[config.mk]
export PLATFORM = sky130hd
export DESIGN_NAME = stripe_request_splitter_top_flat
export DESIGN_NICKNAME = d
export VERILOG_FILES = /design/src/rtl/core/srs_pkg.sv /design/src/rtl/core/srs_if.sv /design/src/rtl/core/srs_front.sv /design/src/rtl/core/srs_queue.sv /design/src/rtl/core/srs_div.sv /design/src/rtl/core/srs_back.sv /design/src/rtl/core/stripe_request_splitter_top.sv /design/src/flat_wrapper.sv
export SDC_FILE = /design/constraint.sdc
export NUM_CORES = 1
export LEC_CHECK = 0
export BUFFER_PORTS_ARGS = -buffer_cell sky130_fd_sc_hd__buf_2
export CAP_MARGIN = 20
export CORE_ASPECT_RATIO = 0.5
export CORE_MARGIN = 4
export CORE_UTILIZATION = 52
export CTS_CLUSTER_SIZE = 16
export DETAILED_ROUTE_END_ITERATION = 6
export GPL_ROUTABILITY_DRIVEN = 0
export GPL_TIMING_DRIVEN = 0
export HOLD_SLACK_MARGIN = 0.08
export PLACE_DENSITY = 0.8
export SKIP_LAST_GASP = 1
export SYNTH_ARGS = -nofsm -noshare
export SYNTH_HDL_FRONTEND = slang
export SYNTH_SLANG_ARGS = --single-unit
[constraint.sdc]
create_clock -name i_clk -period 7.6 [get_ports i_clk]
set_input_delay 0.38 -clock i_clk [delete_from_list [all_inputs] [get_ports i_clk]]
set_output_delay 0.38 -clock i_clk [all_outputs]
set_load 0.02 [all_outputs]
[src/rtl/core/srs_pkg.sv]
// shared types and constants of the stripe request splitter
`timescale 1ns / 1ps

package srs_pkg;

    // field widths
    localparam int START_W   = 48;
    localparam int LEN_W     = 16;
    localparam int KIB_W     = 11;
    localparam int SWIDTH_W  = 5;
    localparam int OBJ_W     = 39;
    localparam int OFF_W     = 20;
    localparam int BUF_W     = 15;
    localparam int SRV_W     = 4;

    // one KiB is a shift by ten
    localparam int KIB_SHIFT = 10;
    localparam int KIB_MAX   = 1024;
    localparam int SSIZE_W   = KIB_W + KIB_SHIFT;
    localparam int REM_W     = KIB_SHIFT;
    localparam int QUOT_W    = START_W - KIB_SHIFT;
    localparam int DIV_CNT_W = $clog2(QUOT_W + 1);

    // defaults of the top level parameters
    localparam int DEF_MAX_SERVERS = 16;
    localparam int DEF_MAX_LENGTH  = 32768;

    // configuration port
    localparam int CFG_IDX_W  = 2;
    localparam int CFG_DATA_W = 11;
    localparam logic [CFG_IDX_W-1:0] CFG_STRIPE_KIB   = 2'd0;
    localparam logic [CFG_IDX_W-1:0] CFG_STRIPE_WIDTH = 2'd1;
    localparam logic [KIB_W-1:0]     KIB_RESET        = 11'd128;
    localparam logic [SWIDTH_W-1:0]  SWIDTH_RESET     = 5'd1;

    // request queue between front and back
    localparam int QUEUE_DEPTH = 2;

    // request after clamping, with the stripe settings it was issued under
    typedef struct packed {
        logic [START_W-1:0]  start_offset;
        logic [LEN_W-1:0]    length;
        logic [KIB_W-1:0]    kib;
        logic [SWIDTH_W-1:0] swidth;
    } t_srs_job;

    // divider results
    typedef struct packed {
        logic                done;
        logic [QUOT_W-1:0]   quotient;
        logic [REM_W-1:0]    remainder;
        logic [SWIDTH_W-1:0] server;
    } t_div_result;

    typedef enum logic [1:0] {
        ST_IDLE,
        ST_DIV,
        ST_EMIT
    } t_back_state;

endpackage

[src/rtl/core/srs_if.sv]
// handshake channels of the stripe request splitter
`timescale 1ns / 1ps

interface srs_req_if;
    logic                        valid;
    logic                        ready;
    logic [srs_pkg::START_W-1:0] start_offset;
    logic [srs_pkg::LEN_W-1:0]   length;

    modport source (output valid, start_offset, length, input ready);
    modport sink   (input valid, start_offset, length, output ready);
endinterface

interface srs_piece_if;
    logic                      valid;
    logic                      ready;
    logic [srs_pkg::OBJ_W-1:0] obj_index;
    logic [srs_pkg::OFF_W-1:0] obj_offset;
    logic [srs_pkg::LEN_W-1:0] piece_length;
    logic [srs_pkg::BUF_W-1:0] buffer_offset;
    logic [srs_pkg::SRV_W-1:0] server_index;
    logic                      last;

    modport source (output valid, obj_index, obj_offset, piece_length,
                    buffer_offset, server_index, last, input ready);
    modport sink   (input valid, obj_index, obj_offset, piece_length,
                    buffer_offset, server_index, last, output ready);
endinterface

interface srs_cfg_if;
    logic                           valid;
    logic                           ready;
    logic [srs_pkg::CFG_IDX_W-1:0]  index;
    logic [srs_pkg::CFG_DATA_W-1:0] data;

    modport source (output valid, index, data, input ready);
    modport sink   (input valid, index, data, output ready);
endinterface

[src/rtl/core/srs_front.sv]
// front: configuration registers, request clamping and queue push
`timescale 1ns / 1ps

module srs_front #(
    parameter int MAX_SERVERS = srs_pkg::DEF_MAX_SERVERS,
    parameter int MAX_LENGTH  = srs_pkg::DEF_MAX_LENGTH
) (
    input  logic              i_clk,
    input  logic              i_rst_n,
    srs_cfg_if.sink           i_cfg,
    srs_req_if.sink           i_req,
    input  logic              i_queue_full,
    output logic              o_push,
    output srs_pkg::t_srs_job o_job
);

    logic [srs_pkg::KIB_W-1:0]    r_kib;
    logic [srs_pkg::SWIDTH_W-1:0] r_swidth;
    logic [srs_pkg::KIB_W-1:0]    kib_eff;
    logic [srs_pkg::SWIDTH_W-1:0] swidth_eff;
    logic [srs_pkg::LEN_W-1:0]    len_eff;

    assign i_cfg.ready = 1'b1;

    always_ff @(posedge i_clk) begin
        if (!i_rst_n) begin
            r_kib    <= srs_pkg::KIB_RESET;
            r_swidth <= srs_pkg::SWIDTH_RESET;
        end else if (i_cfg.valid) begin
            case (i_cfg.index)
                srs_pkg::CFG_STRIPE_KIB:   r_kib    <= i_cfg.data[srs_pkg::KIB_W-1:0];
                srs_pkg::CFG_STRIPE_WIDTH: r_swidth <= i_cfg.data[srs_pkg::SWIDTH_W-1:0];
                default: ;
            endcase
        end
    end

    // zero and oversized settings are pulled into range; oversized lengths are clamped
    always_comb begin
        if (r_kib == '0) begin
            kib_eff = srs_pkg::KIB_W'(1);
        end else if (32'(r_kib) > srs_pkg::KIB_MAX) begin
            kib_eff = srs_pkg::KIB_W'(srs_pkg::KIB_MAX);
        end else begin
            kib_eff = r_kib;
        end

        if (r_swidth == '0) begin
            swidth_eff = srs_pkg::SWIDTH_W'(1);
        end else if (32'(r_swidth) > MAX_SERVERS) begin
            swidth_eff = srs_pkg::SWIDTH_W'(MAX_SERVERS);
        end else begin
            swidth_eff = r_swidth;
        end

        if (32'(i_req.length) > MAX_LENGTH) begin
            len_eff = srs_pkg::LEN_W'(MAX_LENGTH);
        end else begin
            len_eff = i_req.length;
        end
    end

    // zero-length items are taken and dropped
    assign i_req.ready        = !i_queue_full;
    assign o_push             = i_req.valid && !i_queue_full && (i_req.length != '0);
    assign o_job.start_offset = i_req.start_offset;
    assign o_job.length       = len_eff;
    assign o_job.kib          = kib_eff;
    assign o_job.swidth       = swidth_eff;

endmodule

[src/rtl/core/srs_queue.sv]
// small request queue between front and back
`timescale 1ns / 1ps

module srs_queue (
    input  logic              i_clk,
    input  logic              i_rst_n,
    input  logic              i_push,
    input  srs_pkg::t_srs_job i_job,
    input  logic              i_pop,
    output logic              o_full,
    output logic              o_valid,
    output srs_pkg::t_srs_job o_job
);

    localparam int DEPTH = srs_pkg::QUEUE_DEPTH;
    localparam int PTR_W = (DEPTH > 1) ? $clog2(DEPTH) : 1;
    localparam int CNT_W = $clog2(DEPTH + 1);

    srs_pkg::t_srs_job r_mem [DEPTH];
    logic [PTR_W-1:0]  r_wr_ptr;
    logic [PTR_W-1:0]  r_rd_ptr;
    logic [CNT_W-1:0]  r_count;
    logic              do_push;
    logic              do_pop;

    assign o_full  = (32'(r_count) == DEPTH);
    assign o_valid = (r_count != '0);
    assign o_job   = r_mem[r_rd_ptr];
    assign do_push = i_push && !o_full;
    assign do_pop  = i_pop && o_valid;

    always_ff @(posedge i_clk) begin
        if (do_push) begin
            r_mem[r_wr_ptr] <= i_job;
        end
    end

    always_ff @(posedge i_clk) begin
        if (!i_rst_n) begin
            r_wr_ptr <= '0;
            r_rd_ptr <= '0;
            r_count  <= '0;
        end else begin
            if (do_push) begin
                r_wr_ptr <= (32'(r_wr_ptr) == DEPTH - 1) ? '0 : r_wr_ptr + 1'b1;
            end
            if (do_pop) begin
                r_rd_ptr <= (32'(r_rd_ptr) == DEPTH - 1) ? '0 : r_rd_ptr + 1'b1;
            end
            if (do_push && !do_pop) begin
                r_count <= r_count + 1'b1;
            end else if (do_pop && !do_push) begin
                r_count <= r_count - 1'b1;
            end
        end
    end

endmodule

[src/rtl/core/srs_div.sv]
// bit-serial divider: offset in KiB by stripe KiB, quotient modulo stripe width
`timescale 1ns / 1ps

module srs_div (
    input  logic                         i_clk,
    input  logic                         i_rst_n,
    input  logic                         i_start,
    input  logic [srs_pkg::QUOT_W-1:0]   i_dividend,
    input  logic [srs_pkg::KIB_W-1:0]    i_divisor,
    input  logic [srs_pkg::SWIDTH_W-1:0] i_swidth,
    output srs_pkg::t_div_result         o_result
);

    logic                         r_busy;
    logic                         r_done;
    logic [srs_pkg::DIV_CNT_W-1:0] r_cnt;
    logic [srs_pkg::QUOT_W-1:0]   r_shift;
    logic [srs_pkg::REM_W-1:0]    r_rem;
    logic [srs_pkg::SWIDTH_W-1:0] r_srv;
    logic [srs_pkg::KIB_W-1:0]    r_divisor;
    logic [srs_pkg::SWIDTH_W-1:0] r_swidth;

    logic [srs_pkg::REM_W:0]      rem_trial;
    logic                         qbit;
    logic [srs_pkg::REM_W:0]      rem_next;
    logic [srs_pkg::SWIDTH_W:0]   srv_trial;
    logic [srs_pkg::SWIDTH_W:0]   srv_next;

    // one quotient bit per cycle, msb first; the server remainder follows it
    always_comb begin
        rem_trial = {r_rem, r_shift[srs_pkg::QUOT_W-1]};
        qbit      = (rem_trial >= r_divisor);
        rem_next  = qbit ? rem_trial - r_divisor : rem_trial;
        srv_trial = {r_srv, qbit};
        srv_next  = (srv_trial >= {1'b0, r_swidth}) ? srv_trial - {1'b0, r_swidth}
                                                    : srv_trial;
    end

    always_ff @(posedge i_clk) begin
        if (!i_rst_n) begin
            r_busy <= 1'b0;
            r_done <= 1'b0;
            r_cnt  <= '0;
        end else begin
            r_done <= 1'b0;
            if (i_start && !r_busy) begin
                r_busy <= 1'b1;
                r_cnt  <= srs_pkg::DIV_CNT_W'(srs_pkg::QUOT_W);
            end else if (r_busy) begin
                r_cnt <= r_cnt - 1'b1;
                if (r_cnt == srs_pkg::DIV_CNT_W'(1)) begin
                    r_busy <= 1'b0;
                    r_done <= 1'b1;
                end
            end
        end
    end

    always_ff @(posedge i_clk) begin
        if (i_start && !r_busy) begin
            r_shift   <= i_dividend;
            r_rem     <= '0;
            r_srv     <= '0;
            r_divisor <= i_divisor;
            r_swidth  <= i_swidth;
        end else if (r_busy) begin
            r_shift <= {r_shift[srs_pkg::QUOT_W-2:0], qbit};
            r_rem   <= rem_next[srs_pkg::REM_W-1:0];
            r_srv   <= srv_next[srs_pkg::SWIDTH_W-1:0];
        end
    end

    assign o_result.done      = r_done;
    assign o_result.quotient  = r_shift;
    assign o_result.remainder = r_rem;
    assign o_result.server    = r_srv;

endmodule

[src/rtl/core/srs_back.sv]
// back: divides one request, then emits its pieces one a cycle while the output is not stalled
`timescale 1ns / 1ps

module srs_back (
    input  logic              i_clk,
    input  logic              i_rst_n,
    input  logic              i_job_valid,
    input  srs_pkg::t_srs_job i_job,
    output logic              o_pop,
    srs_piece_if.source       o_piece
);

    srs_pkg::t_back_state         r_state, n_state;
    srs_pkg::t_div_result         div_res;

    logic [srs_pkg::KIB_SHIFT-1:0] r_start_lo, n_start_lo;
    logic [srs_pkg::KIB_W-1:0]    r_kib, n_kib;
    logic [srs_pkg::SWIDTH_W-1:0] r_swidth, n_swidth;
    logic [srs_pkg::OBJ_W-1:0]    r_obj, n_obj;
    logic [srs_pkg::OFF_W-1:0]    r_off, n_off;
    logic [srs_pkg::LEN_W-1:0]    r_rem_len, n_rem_len;
    logic [srs_pkg::LEN_W-1:0]    r_buf, n_buf;
    logic [srs_pkg::SWIDTH_W-1:0] r_srv, n_srv;

    logic                         r_out_valid, n_out_valid;
    logic [srs_pkg::OBJ_W-1:0]    r_out_obj, n_out_obj;
    logic [srs_pkg::OFF_W-1:0]    r_out_off, n_out_off;
    logic [srs_pkg::LEN_W-1:0]    r_out_len, n_out_len;
    logic [srs_pkg::BUF_W-1:0]    r_out_buf, n_out_buf;
    logic [srs_pkg::SRV_W-1:0]    r_out_srv, n_out_srv;
    logic                         r_out_last, n_out_last;

    logic                         out_free;
    logic [srs_pkg::SSIZE_W-1:0]  ssize;
    logic [srs_pkg::SSIZE_W-1:0]  avail;
    logic                         is_last;
    logic [srs_pkg::LEN_W-1:0]    plen;
    logic [srs_pkg::SWIDTH_W-1:0] srv_inc;

    srs_div u_div (
        .i_clk      (i_clk),
        .i_rst_n    (i_rst_n),
        .i_start    (o_pop),
        .i_dividend (i_job.start_offset[srs_pkg::START_W-1:srs_pkg::KIB_SHIFT]),
        .i_divisor  (i_job.kib),
        .i_swidth   (i_job.swidth),
        .o_result   (div_res)
    );

    assign out_free = !r_out_valid || o_piece.ready;
    assign ssize    = {r_kib, {srs_pkg::KIB_SHIFT{1'b0}}};
    assign avail    = ssize - {1'b0, r_off};
    assign is_last  = ({{(srs_pkg::SSIZE_W-srs_pkg::LEN_W){1'b0}}, r_rem_len} <= avail);
    assign plen     = is_last ? r_rem_len : avail[srs_pkg::LEN_W-1:0];
    assign srv_inc  = r_srv + 1'b1;

    always_comb begin
        n_state     = r_state;
        o_pop       = 1'b0;
        n_start_lo  = r_start_lo;
        n_kib       = r_kib;
        n_swidth    = r_swidth;
        n_obj       = r_obj;
        n_off       = r_off;
        n_rem_len   = r_rem_len;
        n_buf       = r_buf;
        n_srv       = r_srv;
        n_out_valid = r_out_valid && !o_piece.ready;
        n_out_obj   = r_out_obj;
        n_out_off   = r_out_off;
        n_out_len   = r_out_len;
        n_out_buf   = r_out_buf;
        n_out_srv   = r_out_srv;
        n_out_last  = r_out_last;

        case (r_state)
            srs_pkg::ST_IDLE: begin
                if (i_job_valid) begin
                    o_pop      = 1'b1;
                    n_start_lo = i_job.start_offset[srs_pkg::KIB_SHIFT-1:0];
                    n_kib      = i_job.kib;
                    n_swidth   = i_job.swidth;
                    n_rem_len  = i_job.length;
                    n_buf      = '0;
                    n_state    = srs_pkg::ST_DIV;
                end
            end
            srs_pkg::ST_DIV: begin
                if (div_res.done) begin
                    n_obj   = {1'b0, div_res.quotient};
                    n_off   = {div_res.remainder, r_start_lo};
                    n_srv   = div_res.server;
                    n_state = srs_pkg::ST_EMIT;
                end
            end
            srs_pkg::ST_EMIT: begin
                if (out_free) begin
                    n_out_valid = 1'b1;
                    n_out_obj   = r_obj;
                    n_out_off   = r_off;
                    n_out_len   = plen;
                    n_out_buf   = r_buf[srs_pkg::BUF_W-1:0];
                    n_out_srv   = r_srv[srs_pkg::SRV_W-1:0];
                    n_out_last  = is_last;
                    // next piece opens the following object
                    n_obj       = r_obj + 1'b1;
                    n_off       = '0;
                    n_rem_len   = r_rem_len - plen;
                    n_buf       = r_buf + plen;
                    n_srv       = (srv_inc == r_swidth) ? '0 : srv_inc;
                    if (is_last) begin
                        n_state = srs_pkg::ST_IDLE;
                    end
                end
            end
            default: begin
                n_state = srs_pkg::ST_IDLE;
            end
        endcase
    end

    always_ff @(posedge i_clk) begin
        if (!i_rst_n) begin
            r_state     <= srs_pkg::ST_IDLE;
            r_out_valid <= 1'b0;
        end else begin
            r_state     <= n_state;
            r_out_valid <= n_out_valid;
        end
    end

    always_ff @(posedge i_clk) begin
        r_start_lo <= n_start_lo;
        r_kib      <= n_kib;
        r_swidth   <= n_swidth;
        r_obj      <= n_obj;
        r_off      <= n_off;
        r_rem_len  <= n_rem_len;
        r_buf      <= n_buf;
        r_srv      <= n_srv;
        r_out_obj  <= n_out_obj;
        r_out_off  <= n_out_off;
        r_out_len  <= n_out_len;
        r_out_buf  <= n_out_buf;
        r_out_srv  <= n_out_srv;
        r_out_last <= n_out_last;
    end

    assign o_piece.valid         = r_out_valid;
    assign o_piece.obj_index     = r_out_obj;
    assign o_piece.obj_offset    = r_out_off;
    assign o_piece.piece_length  = r_out_len;
    assign o_piece.buffer_offset = r_out_buf;
    assign o_piece.server_index  = r_out_srv;
    assign o_piece.last          = r_out_last;

endmodule

[src/rtl/core/stripe_request_splitter_top.sv]
// top level of the stripe request splitter
// the back divides each item's offset in KiB by the stripe KiB in a 38-step serial divider
// and takes no new item until all pieces of the current one are emitted;
// pieces of one item then leave one a cycle through the output register
// while the output is not stalled
// reset: synchronous, active low; stripe 128 KiB, width 1, queue and pipeline empty
`timescale 1ns / 1ps

module stripe_request_splitter_top #(
    parameter int MAX_SERVERS = srs_pkg::DEF_MAX_SERVERS,
    parameter int MAX_LENGTH  = srs_pkg::DEF_MAX_LENGTH
) (
    input  logic        i_clk,
    input  logic        i_rst_n,
    srs_cfg_if.sink     i_cfg,
    srs_req_if.sink     i_req,
    srs_piece_if.source o_piece
);

    // front to queue
    logic              push;
    logic              queue_full;
    srs_pkg::t_srs_job push_job;

    // queue to back
    logic              job_valid;
    logic              pop;
    srs_pkg::t_srs_job head_job;

    // front: holds the stripe settings, clamps length and settings,
    // drops zero-length items, tags each request with the settings in force
    srs_front #(
        .MAX_SERVERS (MAX_SERVERS),
        .MAX_LENGTH  (MAX_LENGTH)
    ) u_front (
        .i_clk        (i_clk),
        .i_rst_n      (i_rst_n),
        .i_cfg        (i_cfg),
        .i_req        (i_req),
        .i_queue_full (queue_full),
        .o_push       (push),
        .o_job        (push_job)
    );

    // short queue so the front keeps taking items while the back divides
    srs_queue u_queue (
        .i_clk   (i_clk),
        .i_rst_n (i_rst_n),
        .i_push  (push),
        .i_job   (push_job),
        .i_pop   (pop),
        .o_full  (queue_full),
        .o_valid (job_valid),
        .o_job   (head_job)
    );

    // back: one division per request for object number, offset and server,
    // then walks the objects with an increment and a wrapping server count
    srs_back u_back (
        .i_clk       (i_clk),
        .i_rst_n     (i_rst_n),
        .i_job_valid (job_valid),
        .i_job       (head_job),
        .o_pop       (pop),
        .o_piece     (o_piece)
    );

endmodule
[src/flat_wrapper.sv]
// flat-port wrapper written by rule: the top's interface ports become plain ports
module stripe_request_splitter_top_flat 
#(
    parameter int MAX_SERVERS = srs_pkg::DEF_MAX_SERVERS,
    parameter int MAX_LENGTH  = srs_pkg::DEF_MAX_LENGTH
)
  (i_clk, i_rst_n, i_cfg_valid, i_cfg_index, i_cfg_data, i_cfg_ready, i_req_valid, i_req_start_offset, i_req_length, i_req_ready, o_piece_valid, o_piece_obj_index, o_piece_obj_offset, o_piece_piece_length, o_piece_buffer_offset, o_piece_server_index, o_piece_last, o_piece_ready);
  srs_cfg_if i_cfg_i ();
  srs_req_if i_req_i ();
  srs_piece_if o_piece_i ();
  input  logic i_clk;
  input  logic i_rst_n;
  input wire logic [$bits(i_cfg_i.valid)-1:0] i_cfg_valid;
  input wire logic [$bits(i_cfg_i.index)-1:0] i_cfg_index;
  input wire logic [$bits(i_cfg_i.data)-1:0] i_cfg_data;
  output wire logic [$bits(i_cfg_i.ready)-1:0] i_cfg_ready;
  input wire logic [$bits(i_req_i.valid)-1:0] i_req_valid;
  input wire logic [$bits(i_req_i.start_offset)-1:0] i_req_start_offset;
  input wire logic [$bits(i_req_i.length)-1:0] i_req_length;
  output wire logic [$bits(i_req_i.ready)-1:0] i_req_ready;
  output wire logic [$bits(o_piece_i.valid)-1:0] o_piece_valid;
  output wire logic [$bits(o_piece_i.obj_index)-1:0] o_piece_obj_index;
  output wire logic [$bits(o_piece_i.obj_offset)-1:0] o_piece_obj_offset;
  output wire logic [$bits(o_piece_i.piece_length)-1:0] o_piece_piece_length;
  output wire logic [$bits(o_piece_i.buffer_offset)-1:0] o_piece_buffer_offset;
  output wire logic [$bits(o_piece_i.server_index)-1:0] o_piece_server_index;
  output wire logic [$bits(o_piece_i.last)-1:0] o_piece_last;
  input wire logic [$bits(o_piece_i.ready)-1:0] o_piece_ready;
  assign i_cfg_i.valid = i_cfg_valid;
  assign i_cfg_i.index = i_cfg_index;
  assign i_cfg_i.data = i_cfg_data;
  assign i_cfg_ready = i_cfg_i.ready;
  assign i_req_i.valid = i_req_valid;
  assign i_req_i.start_offset = i_req_start_offset;
  assign i_req_i.length = i_req_length;
  assign i_req_ready = i_req_i.ready;
  assign o_piece_valid = o_piece_i.valid;
  assign o_piece_obj_index = o_piece_i.obj_index;
  assign o_piece_obj_offset = o_piece_i.obj_offset;
  assign o_piece_piece_length = o_piece_i.piece_length;
  assign o_piece_buffer_offset = o_piece_i.buffer_offset;
  assign o_piece_server_index = o_piece_i.server_index;
  assign o_piece_last = o_piece_i.last;
  assign o_piece_i.ready = o_piece_ready;
  stripe_request_splitter_top #(.MAX_SERVERS(MAX_SERVERS), .MAX_LENGTH(MAX_LENGTH)) u_core (.i_clk(i_clk), .i_rst_n(i_rst_n), .i_cfg(i_cfg_i), .i_req(i_req_i), .o_piece(o_piece_i));
endmodule
==> flow_summary.yaml, run 1 <==
floorplanning:
  die-area_um2: 44200
  ioPinCount: 180
  die_h_um: 151
  row_count: 51
  fp.dieW_um: 293
  core-area_um2: 39500
  start_util: 0.535
placement:
  hpwl_mm: 31.4
  io_buffers: 178
worst_setup_path:
  cp-start-kind: "flop"
  crit_fanout: 10
  crit_top_cell: "ha_1"
  endpoint_kind: "flop"
  crit_required_ps: 7860
  cp.arrival_ps: 7470
  slowest_stage: "edfxtp_1"
  crit_type: "flop to flop"
  critPathMaxStageDelay_ps: 550
global_route:
  grt_max_degree: 54
  overflow: 0
  grt_pass1_wl_mm: 69.7
  grtUsageTotal: 0.199
  grt_pass1_vias: 13200
  antenna_found_initial: 0
timing:
  fmax_mhz: 139
  worst_pin_slew_ps: 915
  fin_crit_sh: 0.949
  slew_violations: 0
  hold_viol: 0
  timing.hold.ws_ps: 108
  post-route-min-period_ps: 7210
  max_slew_margin: 0.390
  finalSetupViolCount: 0
  fin_setup_tns_ps: 0
  clock_skew_ps: 15.2
  rsz0062_at_grt: "no"
route:
  finalWirelength_mm: 44.8
  route.detailed.drc: 0
  drtAntennaViolNets: 0
  first_iter_violations: 1044
  drt_first_pass_iters: 5
  avgViaCountPerCell: 5.46
  via_count: 13300
  wire_per_inst_um: 18.4
job:
  max_cap_violations: 0
power:
  combPwrFrac: 0.343
  powerDensity_nw_per_um2: 356
  p_seq_frac: 0.435
  power_frac_clock: 0.222
  sw_frac_of_total: 0.333
  p_int_mw: 5.86
  switchingPower_mw: 2.93
  ir_drop_mv: 0.164
  power.leakage_nw: 9.27
cts:
  clkTransAtPathRegs_ps: 70
  cts_sinks: 477
  clk_latency_ps: 550
  cts_tree: "built"
  htreeDepth: 2
  cts_buffers: 42
  post_cts_buffers: 0
  cts_max_path_buffers: 3
  ctsRootBufferMaster: "clkbuf_16"
synthesis:
  syn_inst: 1590
  synth_top_area_cell: "edfxtp_1"
  synth_edf_count: 430
  avgSynthCellArea_um2: 13.3
  synth-seq-cells: 477
  syn_nets: 1753
  synth_area_leaders: "edfxtp_1 61%, ha_1 4.6%, dfxtp_1 4.4%"
  netlist_area_um2: 21100
  synth_flop_cell: "edfxtp_1"
  synth.top_cell.area_share: 0.611
  synth-async-reset-ratio: 0
  yosys.cell_types.count: 72
  ys_seq_area_frac: 0.655
  ys_warn_count: 0
cells_and_area:
  final_nets: 2037
  areaGrowthSynthToFinish_pct: 16.7
  layout_commonest_cell: "edfxtp_1"
  n_antenna_cell: 0
  final_cell_mix: "430 x edfxtp_1, 181 x buf_2, 111 x nand2_1, 100 x nor2_1"
  drive_above_1_share: 0.161
status:
  status: "completed"
min_path:
  hold_class: "input pin to flop"
-- worst max-delay path, delay by kind of cell, from the launching register on --
| kind | cells | cell delay [ps] |
|---|---|---|
| DFF | 1 | 550 |
| buffers and inverters | 3 | 460 |
| xor gates and xnor gates | 1 | 150 |
| adders and majority gates | 4 | 1200 |
| and+or+nand+nor | 10 | 2300 |
| AOI/OAI and AO/OA | 11 | 2240 |
-- synth_stat cells, drive strengths merged, types with 3 or more instances --
| library cell | instances |
|---|---|
| a211o | 4 |
| a211oi | 6 |
| a21boi | 5 |
| a21o | 24 |
| a21oi | 83 |
| a221oi | 3 |
| a31o | 4 |
| a31oi | 6 |
| and2 | 33 |
| and3 | 18 |
| and4 | 4 |
| buf | 13 |
| clkbuf | 41 |
| dfxtp | 47 |
| edfxtp | 430 |
| fa | 4 |
| ha | 77 |
| inv | 79 |
| mux2 | 30 |
| mux2i | 73 |
| nand2 | 112 |
| nand2b | 7 |
| nand3 | 37 |
| nand3b | 6 |
| nand4 | 14 |
| nor2 | 103 |
| nor2b | 56 |
| nor3 | 21 |
| nor3b | 9 |
| nor4 | 10 |
| o211ai | 6 |
| o21a | 5 |
| o21ai | 85 |
| o311ai | 4 |
| o31a | 3 |
| o31ai | 6 |
| or2 | 3 |
| or3 | 5 |
| xnor2 | 40 |
| xor2 | 55 |
-- cells by family (layout without fill, tap and decap cells) --
family                     after synthesis  in the layout  share of synthesized area
AOI/OAI and AO/OA                      259            259                     0.0749
xor gates and xnor gates                95             95                     0.0393
adders and majority gates               81             81                     0.0493
buffers and inverters                  133            447                     0.0241
DFF                                    477            477                      0.655
muxes                                  103            103                     0.0505
other                                    1              1                   0.000177
and+or+nand+nor                        441            441                      0.106
-- power groups by stage --
stage,Clock (mW),Combinational (mW),Sequential [mW]
floorplan,0,2.22,3.80
detailed placement,0,2.94,3.87
global placement,0,2.78,3.88
global route,2.11,3.36,3.87
CTS,1.99,3.00,3.82
finish,1.95,3.02,3.82
-- worst paths after layout --
check                                          to  cells past startpoint                    start  slack, ps
max                       u_core.u_back.r_buf[14]                     29   u_core.u_back.r_off[0]        390
min                       u_core.u_front.r_kib[8]                      3            i_cfg_data[8]        110
max reg2reg               u_core.u_back.r_buf[14]                     29   u_core.u_back.r_off[0]        390
min reg2reg  u_core.u_back.o_piece.obj_offset[17]                      0  u_core.u_back.r_off[17]        450
-- through the flow --
| step | setup WS, ps | area [um2] | total power [mW] | cells | util |
|---|---|---|---|---|---|
| floorplan | 1520 | 21100 | 6.02 | 1590 | - |
| global placement | 211 | 22700 | 6.66 | 2298 | 0.575 |
| detailed placement | 218 | 22900 | 6.80 | 2307 | 0.580 |
| CTS | 128 | 24700 | 8.80 | 2434 | 0.625 |
| global route | 60.5 | 24700 | 9.33 | 2434 | 0.625 |
| finish | 386 | 24700 | 8.79 | 2434 | 0.625 |
-- flip-flops by register name (all words and copies together) (netlist names), 16 cells and up, named ones only --
signal,cells
u_core.u_queue.r_mem,160
u_core.u_back.o_piece.obj_index,39
u_core.u_back.r_obj,39
u_core.u_back.u_div.r_shift,38
u_core.u_back.o_piece.obj_offset,20
u_core.u_back.r_off,20
u_core.u_back.o_piece.piece_length,16
u_core.u_back.r_rem_len,16
-- final cells by class --
cell class,count,area (um2)
Clock inverter,20,97.6
Timing Repair Buffer,240,1620
Multi-Input combinational cell,980,6820
Clock buffer,54,1120
Buffer,54,214
Sequential cell,477,13900
Fill cell,2972,14800
Inverter,79,299
Tap cell,530,663
-- metal layers --
metal | global-route usage | vias to the layer above | wire, um
met5 | 0 | - | 0
met4 | 0.0607 | 0 | 1140
met3 | 0.0338 | 80 | 2770
met2 | 0.349 | 410 | 22400
met1 | 0.258 | 6418 | 18600
li1 | - | 6379 | -
-- timing repair --
| item | in CTS | in global routing |
|---|---|---|
| hold buffers | 53 | 0 |
| gates resized for setup | 0 | 4 |
| endpoints found under the setup margin | 0 | 2 |
| hold endpoints to repair | 101 | 0 |
Power figures use the tool's default switching activity.
==> run 2, diff against run 1 <==
--- a/config.mk
+++ b/config.mk
@@ -5,17 +5,18 @@
 export SDC_FILE = /design/constraint.sdc
 export NUM_CORES = 1
 export LEC_CHECK = 0
+export ABC_CLOCK_PERIOD_IN_PS = 7600
 export BUFFER_PORTS_ARGS = -buffer_cell sky130_fd_sc_hd__buf_2
 export CAP_MARGIN = 20
 export CORE_ASPECT_RATIO = 0.5
 export CORE_MARGIN = 4
-export CORE_UTILIZATION = 52
+export CORE_UTILIZATION = 45
 export CTS_CLUSTER_SIZE = 16
 export DETAILED_ROUTE_END_ITERATION = 6
 export GPL_ROUTABILITY_DRIVEN = 0
 export GPL_TIMING_DRIVEN = 0
 export HOLD_SLACK_MARGIN = 0.08
-export PLACE_DENSITY = 0.8
+export PLACE_DENSITY = 0.72
 export SKIP_LAST_GASP = 1
 export SYNTH_ARGS = -nofsm -noshare
 export SYNTH_HDL_FRONTEND = slang
==> run 2 against run 1 <==
  * Clock-buffer cell count grew 3
  * Non-clock buffer count rose by 4
  * Final cell count up 4.5%
  * Maximum frequency grew 0.26%
  * Via count decreased by 0.87%
  * Design area is 1.6% higher
  * Utilization decreased by 7.8 points
  * Total power increased by 3.1%
  * Sequential share of layout area fell by 0.90 points
  * Largest power group unchanged
==> flow_summary.yaml, run 2 (synthesis gave the netlist of run 1 again) <==
timing:
  fin_crit_sh: 0.947
  hold_viol: 0
  fmax_mhz: 139
  finalSetupViolCount: 0
  slew_violations: 0
  timing.hold.ws_ps: 121
  post-route-min-period_ps: 7200
  clock_skew_ps: 11.4
  fin_setup_tns_ps: 0
  worst_pin_slew_ps: 933
  max_slew_margin: 0.376
worst_setup_path:
  crit_top_cell: "ha_1"
  setup.worst_path.start: "u_core.u_back.r_off[10]"
  r2r_start: "u_core.u_back.r_off[10]"
  crit_type: "flop to flop"
  cp.arrival_ps: 7460
  crit_required_ps: 7870
  cp_num_buf_inv: 3
  rrSetupSlack_ps: 400
  reg2reg_depth: 30
  crit_cells: 30
  endpoint_kind: "flop"
  critPathMaxStageDelay_ps: 450
  critical_path.top_delay_family: "compound AO/OA/AOI/OAI gates"
  cp-start-kind: "flop"
  timing.rr.end: "u_core.u_back.r_buf[14]"
  slowest_stage: "a2111oi_2"
  crit_fanout: 10
power:
  powerDensity_nw_per_um2: 361
  combPwrFrac: 0.333
  p_seq_frac: 0.421
  power_frac_clock: 0.246
  ir_drop_mv: 0.170
  power.leakage_nw: 9.39
  switchingPower_mw: 2.96
  sw_frac_of_total: 0.326
  p_int_mw: 6.10
cells_and_area:
  drive_above_1_share: 0.166
  layout_commonest_cell: "edfxtp_1"
  areaGrowthSynthToFinish_pct: 18.6
  largest_register_ffs: 160
  top_register: "u_core.u_queue.r_mem"
  fill_cells: 3791
  final_nets: 2043
  final_cell_mix: "430 x edfxtp_1, 181 x buf_2, 111 x nand2_1, 100 x nor2_1"
global_route:
  antenna_found_initial: 2
  grtUsageMet1: 0.224
  grt_pass1_wl_mm: 71.1
  grt_use_met2: 0.311
  busiest_layer: "met2"
  grtUsageTotal: 0.177
  overflow: 0
  grt_pass1_vias: 13200
  met3_usage: 0.0313
  grt_max_degree: 49
floorplanning:
  start_util: 0.461
  die-area_um2: 50700
  core-area_um2: 45800
  row_count: 55
  die_h_um: 161
  fp.dieW_um: 315
  ioPinCount: 180
route:
  drtAntennaViolNets: 0
  drt_first_pass_iters: 5
  via_count: 13200
  first_iter_violations: 937
  finalWirelength_mm: 45.5
  wire_per_inst_um: 17.9
  route.detailed.drc: 0
  avgViaCountPerCell: 5.18
min_path:
  min_to: "u_core.u_front.r_kib[6]"
  whs_path_depth: 3
  hold_class: "input pin to flop"
  hp-start: "i_cfg_data[6]"
status:
  status: "completed"
job:
  max_cap_violations: 0
placement:
  io_buffers: 178
  hpwl_mm: 32.1
cts:
  clk_latency_ps: 550
  htreeDepth: 2
  clkTransAtPathRegs_ps: 60
  ctsRootBufferMaster: "clkbuf_16"
  cts_sinks: 477
  cts_max_path_buffers: 3
  cts_tree: "built"
  cts_buffers: 44
run 2: cell count changes in the layout (fill, tap and decap cells not counted), sizes merged:
cell         change
clkbuf           +3
bufinv           +5
clkinv           -3
dlygate4sd3      +1
clkinvlp         +2
diode            +1
buf              +3
run 2: timing repair:
action | in CTS | in global routing
setup endpoints to repair | 0 | 2
resized for setup | 0 | 4
hold endpoints to repair | 102 | 0
setup buffers | 0 | 3
hold buffers | 54 | 0
run 2: power by group through the flow:
stage / logic, mW / registers (mW) / clock network, mW
after floorplan: 2.22 / 3.80 / 0
after global placement: 2.80 / 3.88 / 0
after detailed placement: 2.93 / 3.86 / 0
after CTS: 3.00 / 3.81 / 2.28
after global routing: 3.38 / 3.86 / 2.40
final: 3.02 / 3.82 / 2.23
run 2: worst max path at each step:
| stage | endpoint | slack (ps) |
|---|---|---|
| 4_1_cts | u_core.u_back.r_buf[14] | 140 |
| 3_3_place_gp | u_core.u_back.r_buf[14] | 230 |
| 5_1_grt | u_core.u_back.r_buf[14] | -2 |
| 3_5_place_dp | u_core.u_back.r_buf[14] | 200 |
| 2_1_floorplan | u_core.u_back.r_buf[14] | 1520 |
| 6_report | u_core.u_back.r_buf[14] | 400 |
run 2: tightest hold or removal path: stages:
cell and delay (ps):
buf_2 70, mux2i_1 60, nor2b_1 120
run 2: cell type report:
class                      count  area [um2]  area share
inverter                      79         299      0.0119
clock buffer                  57        1190      0.0475
sequential                   477       13900       0.552
buffer                        54         214     0.00853
clock inverter                24         260      0.0104
multi-input combinational    980        6820       0.272
timing repair buffer         244        1660      0.0661
antenna                        1        2.50   0.0000998
tap                          627         785      0.0313
run 2: metal layers:
layer / part of all wire / vias to the layer above
li1: - / 6416
met1: 0.42 / 6400
met2: 0.50 / 271
met3: 0.052 / 85
met4: 0.027 / 0
met5: 0 / -
run 2: metrics by stage:
step	instances	area (um2)	utilization	setup slack [ps]	power, mW
finish	2543	25100	0.547	404	9.06
CTS	2539	25000	0.546	144	9.09
global placement	2395	22800	0.498	229	6.69
floorplan	1590	21100	-	1520	6.02
detailed placement	2404	23100	0.503	204	6.80
global route	2543	25100	0.547	-2.27	9.65
